`config.mk`:
```
export PLATFORM = sky130hd
export DESIGN_NAME = int4_weight_group_dot
export DESIGN_NICKNAME = d
export VERILOG_FILES = /design/src/hw/rtl/iwgd_pkg.sv /design/src/hw/rtl/iwgd_lane.sv /design/src/hw/rtl/iwgd_merge.sv /design/src/hw/rtl/int4_weight_group_dot.sv
export SDC_FILE = /design/constraint.sdc
export NUM_CORES = 1
export LEC_CHECK = 0
export ABC_AREA = 1
export ABC_CLOCK_PERIOD_IN_PS = 7600
export BUFFER_PORTS_ARGS = -buffer_cell sky130_fd_sc_hd__clkbuf_2
export CAP_MARGIN = 20
export CORE_MARGIN = 2
export CORE_UTILIZATION = 40
export DETAILED_ROUTE_END_ITERATION = 16
export GPL_TIMING_DRIVEN = 0
export PLACE_DENSITY = 0.62
export SYNTH_ARGS = -nofsm -noshare
export SYNTH_HDL_FRONTEND = slang
export SYNTH_HIERARCHICAL = 1
export SYNTH_SLANG_ARGS = --single-unit
```
`constraint.sdc`:
```
create_clock -name clk_i -period 7.6 [get_ports clk_i]
set_input_delay 1.14 -clock clk_i [delete_from_list [all_inputs] [get_ports clk_i]]
set_output_delay 1.14 -clock clk_i [all_outputs]
set_load 0.01 [all_outputs]
```
`src/hw/rtl/iwgd_pkg.sv`:
```
`timescale 1ns / 1ps
// ----------------------------------------------------------------------------
// iwgd_pkg
// Shared widths, bounds and types of the int4 weight group dot block.
// ----------------------------------------------------------------------------
package iwgd_pkg;

  localparam int WORD_BYTES  = 4;
  localparam int LANES_DEF   = 4;
  localparam int LANES_MAX   = 16;
  localparam int NIB_W       = 4;
  localparam int ACT_W       = 8;
  localparam int ZP_W        = 8;
  localparam int GS_W        = 20;
  localparam int ZG_W        = ZP_W + 1 + GS_W;
  localparam int LANE_SUM_W  = 13;
  localparam int ACC_W       = 24;
  localparam int OUT_W       = 29;
  localparam int IN_TDATA_W  = 128;
  localparam int OUT_TDATA_W = 32;

  localparam logic signed [ACC_W-1:0] ACC_MAX = {1'b0, {(ACC_W-1){1'b1}}};
  localparam logic signed [ACC_W-1:0] ACC_MIN = {1'b1, {(ACC_W-1){1'b0}}};

  // stage-1 word handed to the accumulator
  typedef struct packed {
    logic take;
    logic last;
  } iwgd_ctrl_t;

endpackage

```
`src/hw/rtl/iwgd_lane.sv`:
```
`timescale 1ns / 1ps
// ----------------------------------------------------------------------------
// iwgd_lane
// One lane: two nibble-by-int8 products of a weight byte, summed and registered.
// ----------------------------------------------------------------------------
module iwgd_lane (
  input  logic                               clk_i,
  input  logic                               en_i,
  input  logic [iwgd_pkg::ACT_W-1:0]         wbyte_i,
  input  logic [iwgd_pkg::ACT_W-1:0]         even_i,
  input  logic [iwgd_pkg::ACT_W-1:0]         odd_i,
  output logic [iwgd_pkg::LANE_SUM_W-1:0]    sum_o
);
  import iwgd_pkg::*;

  logic signed [NIB_W:0]        hi, lo;
  logic signed [NIB_W+ACT_W:0]  p_even, p_odd;
  logic [LANE_SUM_W-1:0]        sum_d, sum_q;

  always_comb begin
    hi     = signed'({1'b0, wbyte_i[2*NIB_W-1:NIB_W]});
    lo     = signed'({1'b0, wbyte_i[NIB_W-1:0]});
    p_even = hi * signed'(even_i);
    p_odd  = lo * signed'(odd_i);
    sum_d  = LANE_SUM_W'(signed'(p_even) + signed'(p_odd));
  end

  always_ff @(posedge clk_i) begin
    if (en_i) begin
      sum_q <= sum_d;
    end
  end

  assign sum_o = sum_q;

endmodule

```
`src/hw/rtl/iwgd_merge.sv`:
```
`timescale 1ns / 1ps
// ----------------------------------------------------------------------------
// iwgd_merge
// Adds the lane sums into the saturating group accumulator and forms the
// zero-point corrected result in the output register.
// ----------------------------------------------------------------------------
module iwgd_merge #(
  parameter int NUM_LANES = iwgd_pkg::LANES_DEF
) (
  input  logic                                          clk_i,
  input  logic                                          rst_ni,
  input  iwgd_pkg::iwgd_ctrl_t                          ctrl_i,
  input  logic [NUM_LANES-1:0][iwgd_pkg::LANE_SUM_W-1:0] lane_sum_i,
  input  logic [iwgd_pkg::ZG_W-1:0]                     zg_i,
  input  logic                                          out_ready_i,
  output logic                                          out_valid_o,
  output logic [iwgd_pkg::OUT_W-1:0]                    out_data_o
);
  import iwgd_pkg::*;

  localparam int SUM_W = LANE_SUM_W + $clog2(NUM_LANES) + 1;
  localparam int WIDE_W = ACC_W + 2;

  logic signed [SUM_W-1:0]  item_sum;
  logic signed [WIDE_W-1:0] acc_wide;
  logic signed [ACC_W-1:0]  acc_sat;
  logic signed [ACC_W-1:0]  acc_d, acc_q;
  logic [OUT_W-1:0]         res_d, res_q;
  logic                     ovld_d, ovld_q;

  always_comb begin
    item_sum = '0;
    for (int i = 0; i < NUM_LANES; i++) begin
      item_sum = item_sum + SUM_W'(signed'(lane_sum_i[i]));
    end
    acc_wide = WIDE_W'(acc_q) + WIDE_W'(item_sum);
    if (acc_wide > WIDE_W'(ACC_MAX)) begin
      acc_sat = ACC_MAX;
    end else if (acc_wide < WIDE_W'(ACC_MIN)) begin
      acc_sat = ACC_MIN;
    end else begin
      acc_sat = acc_wide[ACC_W-1:0];
    end

    acc_d  = acc_q;
    res_d  = res_q;
    ovld_d = ovld_q;
    if (out_ready_i) begin
      ovld_d = 1'b0;
    end
    if (ctrl_i.take) begin
      if (ctrl_i.last) begin
        acc_d  = '0;
        res_d  = OUT_W'(OUT_W'(acc_sat) - OUT_W'(signed'(zg_i)));
        ovld_d = 1'b1;
      end else begin
        acc_d = acc_sat;
      end
    end
  end

  always_ff @(posedge clk_i or negedge rst_ni) begin
    if (!rst_ni) begin
      acc_q  <= '0;
      ovld_q <= 1'b0;
    end else begin
      acc_q  <= acc_d;
      ovld_q <= ovld_d;
    end
  end

  always_ff @(posedge clk_i) begin
    res_q <= res_d;
  end

  assign out_valid_o = ovld_q;
  assign out_data_o  = res_q;

endmodule

```
`src/hw/rtl/int4_weight_group_dot.sv`:
```
`timescale 1ns / 1ps
// ----------------------------------------------------------------------------
// int4_weight_group_dot
// W4A8 group dot product: packed int4 weights times int8 activations,
// accumulated per group with zero-point correction at the group end.
// ----------------------------------------------------------------------------
// Usage:
//   Slave stream s_axis_* takes one word per cycle while s_axis_tready is
//   high: four weight bytes, four even and four odd activations, zero point
//   and group activation sum in tdata; tlast marks the last word of a weight group.
//   Master stream m_axis_* returns one corrected group sum per group, sent
//   for the word that carried tlast.
//   The last word of a group passes the lane stage, then the accumulate and
//   output register, before m_axis_tvalid rises.
//   Throughput: one word per cycle while s_axis_tready is high, set by the
//   accumulate loop behind the lane product registers.
//   Words that are not last of a group never wait on the output side.
//   Reset clears the group accumulator and the valid flags of both pipeline stages.
//   When the receiver stalls, the result holds in the output register, one
//   more word can sit in the lane stage, and s_axis_tready drops only when
//   a last word would need the busy output register.
// ----------------------------------------------------------------------------
module int4_weight_group_dot #(
  parameter int LANES = iwgd_pkg::LANES_DEF
) (
  input  logic                               clk_i,
  input  logic                               rst_ni,
  input  logic                               s_axis_tvalid,
  output logic                               s_axis_tready,
  // tdata, low bit up: weight_bytes[31:0], even_acts[63:32], odd_acts[95:64],
  // zero_point[103:96], group_act_sum[123:104], zero pad[127:124]
  input  logic [iwgd_pkg::IN_TDATA_W-1:0]    s_axis_tdata,
  input  logic                               s_axis_tlast,
  output logic                               m_axis_tvalid,
  input  logic                               m_axis_tready,
  // tdata, low bit up: corrected_group_sum[28:0], zero pad[31:29]
  output logic [iwgd_pkg::OUT_TDATA_W-1:0]   m_axis_tdata
);
  import iwgd_pkg::*;

  localparam int NUM_LANES = (LANES < WORD_BYTES) ? LANES : WORD_BYTES;

  logic [4*ACT_W-1:0]                   w_word, e_word, o_word;
  logic [ZP_W-1:0]                      zp;
  logic [GS_W-1:0]                      gs;
  logic [NUM_LANES-1:0][LANE_SUM_W-1:0] lane_sum;
  logic [ZG_W-1:0]                      zg_d, zg_q;
  logic                                 s1_vld_d, s1_vld_q;
  logic                                 s1_last_d, s1_last_q;
  logic                                 s_accept, s1_take, out_free, out_vld;
  logic [OUT_W-1:0]                     out_data;
  iwgd_ctrl_t                           ctrl;

  assign w_word = s_axis_tdata[31:0];
  assign e_word = s_axis_tdata[63:32];
  assign o_word = s_axis_tdata[95:64];
  assign zp     = s_axis_tdata[103:96];
  assign gs     = s_axis_tdata[123:104];

  always_comb begin
    out_free      = !out_vld || m_axis_tready;
    s1_take       = s1_vld_q && (!s1_last_q || out_free);
    s_axis_tready = !s1_vld_q || s1_take;
    s_accept      = s_axis_tvalid && s_axis_tready;
    s1_vld_d      = s_accept ? 1'b1 : (s1_take ? 1'b0 : s1_vld_q);
    s1_last_d     = s_accept ? s_axis_tlast : s1_last_q;
    zg_d          = s_accept ? ZG_W'(signed'({1'b0, zp})) * ZG_W'(signed'(gs)) : zg_q;
    ctrl.take     = s1_take;
    ctrl.last     = s1_last_q;
  end

  always_ff @(posedge clk_i or negedge rst_ni) begin
    if (!rst_ni) begin
      s1_vld_q <= 1'b0;
    end else begin
      s1_vld_q <= s1_vld_d;
    end
  end

  always_ff @(posedge clk_i) begin
    s1_last_q <= s1_last_d;
    zg_q      <= zg_d;
  end

  for (genvar g = 0; g < NUM_LANES; g++) begin : g_lane
    iwgd_lane u_lane (
      .clk_i   (clk_i),
      .en_i    (s_accept),
      .wbyte_i (w_word[g*ACT_W +: ACT_W]),
      .even_i  (e_word[g*ACT_W +: ACT_W]),
      .odd_i   (o_word[g*ACT_W +: ACT_W]),
      .sum_o   (lane_sum[g])
    );
  end

  iwgd_merge #(
    .NUM_LANES (NUM_LANES)
  ) u_merge (
    .clk_i       (clk_i),
    .rst_ni      (rst_ni),
    .ctrl_i      (ctrl),
    .lane_sum_i  (lane_sum),
    .zg_i        (zg_q),
    .out_ready_i (m_axis_tready),
    .out_valid_o (out_vld),
    .out_data_o  (out_data)
  );

  assign m_axis_tvalid = out_vld;
  assign m_axis_tdata  = {{(OUT_TDATA_W-OUT_W){1'b0}}, out_data};

endmodule
```
==> impl_metrics.env <==
export IMPL_hold_viol_final=0
export IMPL_grt_max_degree=72
export IMPL_dieHeight_um=265
export IMPL_crit_start="g_lane[0].u_lane/sum_o[12]"
export IMPL_postSynth_asyncResetShare_pct=19.0
export IMPL_cts_tree="done"
export IMPL_worstPathArrival_ns=6.58
export IMPL_cts_setup_buffers=0
export IMPL_yosysTopAreaCell="fa_1"
export IMPL_placed_area_um2=29000
export IMPL_grt_overflow=0
export IMPL_yosysMostFrequentCell="inv_1"
export IMPL_cp_max_fo=11
export IMPL_cts_resized=0
export IMPL_ant_nets=0
export IMPL_synth_cells=3683
export IMPL_start_kind="flip-flop"
export IMPL_status="finished clean"
export IMPL_min_path_type="flip-flop to flip-flop"
export IMPL_rsz0062_at_grt="no"
export IMPL_ff2ff_path_depth=27
export IMPL_cts_root_buf="clkbuf_16"
export IMPL_post_drt_wl_per_cell_um=13.3
export IMPL_cts_sinks=137
export IMPL_period_share_pct=84.1
export IMPL_fin_nets=4590
export IMPL_fin_skew_ns=0.0179
export IMPL_critPathKind="flip-flop to flip-flop"
export IMPL_grt_pass1_vias=21482
export IMPL_synth_top_cells_by_area="fa_1, inv_1, nand2_1, ha_1, edfxtp_1"
export IMPL_synth_top_cell_area_share_pct=28.2
export IMPL_instances_no_fill=4692
export IMPL_synth_area_per_cell_um2=7.43
export IMPL_hold_path_end="u_merge/acc_q[1]"
export IMPL_gp_congestion=0.929
export IMPL_routed_wl_um=62300
export IMPL_drv_cap=0
export IMPL_cp_required_ns=7.78
export IMPL_synthTopCellsByCount="inv_1, nand2_1, fa_1"
export IMPL_cts_max_level=4
export IMPL_tns_ns=0
export IMPL_core_area_um2=67400
export IMPL_hpwl_um=55300
export IMPL_numCtsBuffers=17
export IMPL_insertion_delay_ns=0.44
export IMPL_port_buffers=99
export IMPL_dr_pass1_iters=7
export IMPL_final_area_um2=29600
export IMPL_layout_drive_gt1_share_pct=7.02
export IMPL_netlist_area_um2=27300
export IMPL_place_ws_ns=1.20
export IMPL_clkTransAtPathRegs_ns=0.08
export IMPL_rrSetupSlack_ns=1.21
export IMPL_finalSetupViolCount=0
export IMPL_place_inst=4658
export IMPL_synth_warnings=6
export IMPL_setup_ws_ns=1.21
export IMPL_ys_seq_area_share_pct=14.6
export IMPL_min_period_ns=6.39
export IMPL_track_usage_pct=18.5
export IMPL_start_util_pct=40.6
export IMPL_min_from="u_merge/acc_q[1]"
export IMPL_die_area_um2=70500
export IMPL_slew_viol_final=0
export IMPL_timing_rr_end="u_merge/out_data_o[20]"
export IMPL_syn_to_final_growth_pct=8.13
export IMPL_ios=167
export IMPL_yosysUniqueCellTypes=47
export IMPL_r2r_start="g_lane[0].u_lane/sum_o[12]"
export IMPL_first_iter_violations=1065
export IMPL_num_vias=21404
export IMPL_fmax_ghz=0.156
export IMPL_max_slew_worst_pin_slew_ns=0.818
export IMPL_hold_depth=2
export IMPL_num_rows=95
export IMPL_vias_per_cell=4.56
export IMPL_worst_setup_path_end_kind="flip-flop"
export IMPL_antenna_found_initial=1
export IMPL_synth_edf_count=111
export IMPL_grt_pass1_wl_um=106000
export IMPL_ys_seq_elements=137
export IMPL_cts_buffer_depth=2
export IMPL_ctsHoldBuffers=0
export IMPL_synth_ff_type="edfxtp_1"
export IMPL_drc=0
export IMPL_die_w_um=265
export IMPL_relSlewSlack_pct=45.3
[cell families (layout without fill, tap and decap cells)]
logic type      count (synthesis)  count (layout)  share of synthesized area [%]
compound gates                154             154                           3.18
xor+xnor                       82              82                           2.63
fa+ha+maj                     652             652                           40.4
buf+inv                      1224            1357                           17.1
flops                         137             137                           14.6
other cells                     1               4                         0.0137
simple gates                 1433            1433                           22.1
[critical path, cell delays in order, from the launching register on]
cell	delay, ns
edfxtp_1	0.43
fa_1	0.56
fa_1	1.00
fa_1	0.56
ha_1	0.38
nand2_2	0.17
inv_1	0.07
a21oi_2	0.20
nand2_1	0.09
nand2_1	0.10
nand3_1	0.11
nand2_1	0.08
nand2_1	0.12
nand2_4	0.15
buf_6	0.17
nand2_2	0.06
nand2_1	0.09
ha_1	0.19
inv_1	0.09
fa_1	0.50
nand3_1	0.13
nand2_1	0.09
nand3_1	0.09
nand3_1	0.19
a21oi_1	0.26
nor2_1	0.06
nor2_1	0.12
xnor2_1	0.08
[state kept, by name (all words and copies together), names as in the netlist]
signal,flops
g_lane.u_lane/sum_o,52
u_merge/out_data_o,29
zg_q,29
u_merge/acc_q,24
s1_last_q,1
s1_vld_q,1
u_merge/out_valid_o,1
[final cells by class]
class,count,area [um^2]
sequential,137,3980
clock buffer,17,425
fill,6893,37800
inverter,1145,4300
clock inverter,15,141
antenna,1,2.50
tap,873,1090
multi-input combinational,2324,18700
timing repair buffer,101,551
buffer,79,379
[routing by layer]
layer,track usage [%],part of all wire [%],vias up
met3,1.41,3.2,49
met4,3.24,1.2,0
li1,-,-,10894
met1,26.5,49,10126
met5,0,0,-
met2,31.0,47,335
[how the worst max path moves through the flow]
stage	endpoint	slack, ns	cells after the start
floorplan	u_merge/out_data_o[20]	2.20	27
finish	u_merge/out_data_o[20]	1.21	27
global route	u_merge/out_data_o[20]	0.83	27
detailed placement	u_merge/out_data_o[20]	1.20	27
CTS	u_merge/out_data_o[20]	1.18	27
global placement	u_merge/out_data_o[20]	1.22	27
[cell usage in the layout (no fill, tap or decap), types with 9 or more instances in the layout]
master     synthesis  final
nand3_1          105    105
nor3_1            10     10
nand2_1         1074   1074
a21oi_1           92     92
nand4_1           33     33
fa_1             385    385
nand2_2           63     63
clkbuf_2           0     99
ha_1             267    267
xnor2_1           18     18
xor2_1            64     64
nand3_2           14     14
nor2_2            14     14
nor2_1            87     87
clkbuf_1          62     62
edfxtp_1         111    111
o21ai_0           23     23
inv_2             12     12
dfrtp_1           26     26
clkbuf_16          0     17
o21bai_1          16     16
buf_6              9      9
inv_1           1132   1131
[through the flow]
| stage | hold WS (ns) | utilization (%) |
|---|---|---|
| floorplan | 0.449 | - |
| CTS | 0.487 | 43.8 |
| global placement | 0.465 | 42.9 |
| finish | 0.482 | 43.9 |
| global route | 0.500 | 43.9 |
| detailed placement | 0.469 | 43.0 |
Power is not shown: default switching activity piles up to over one toggle a cycle in this logic, so the estimate is an artifact.
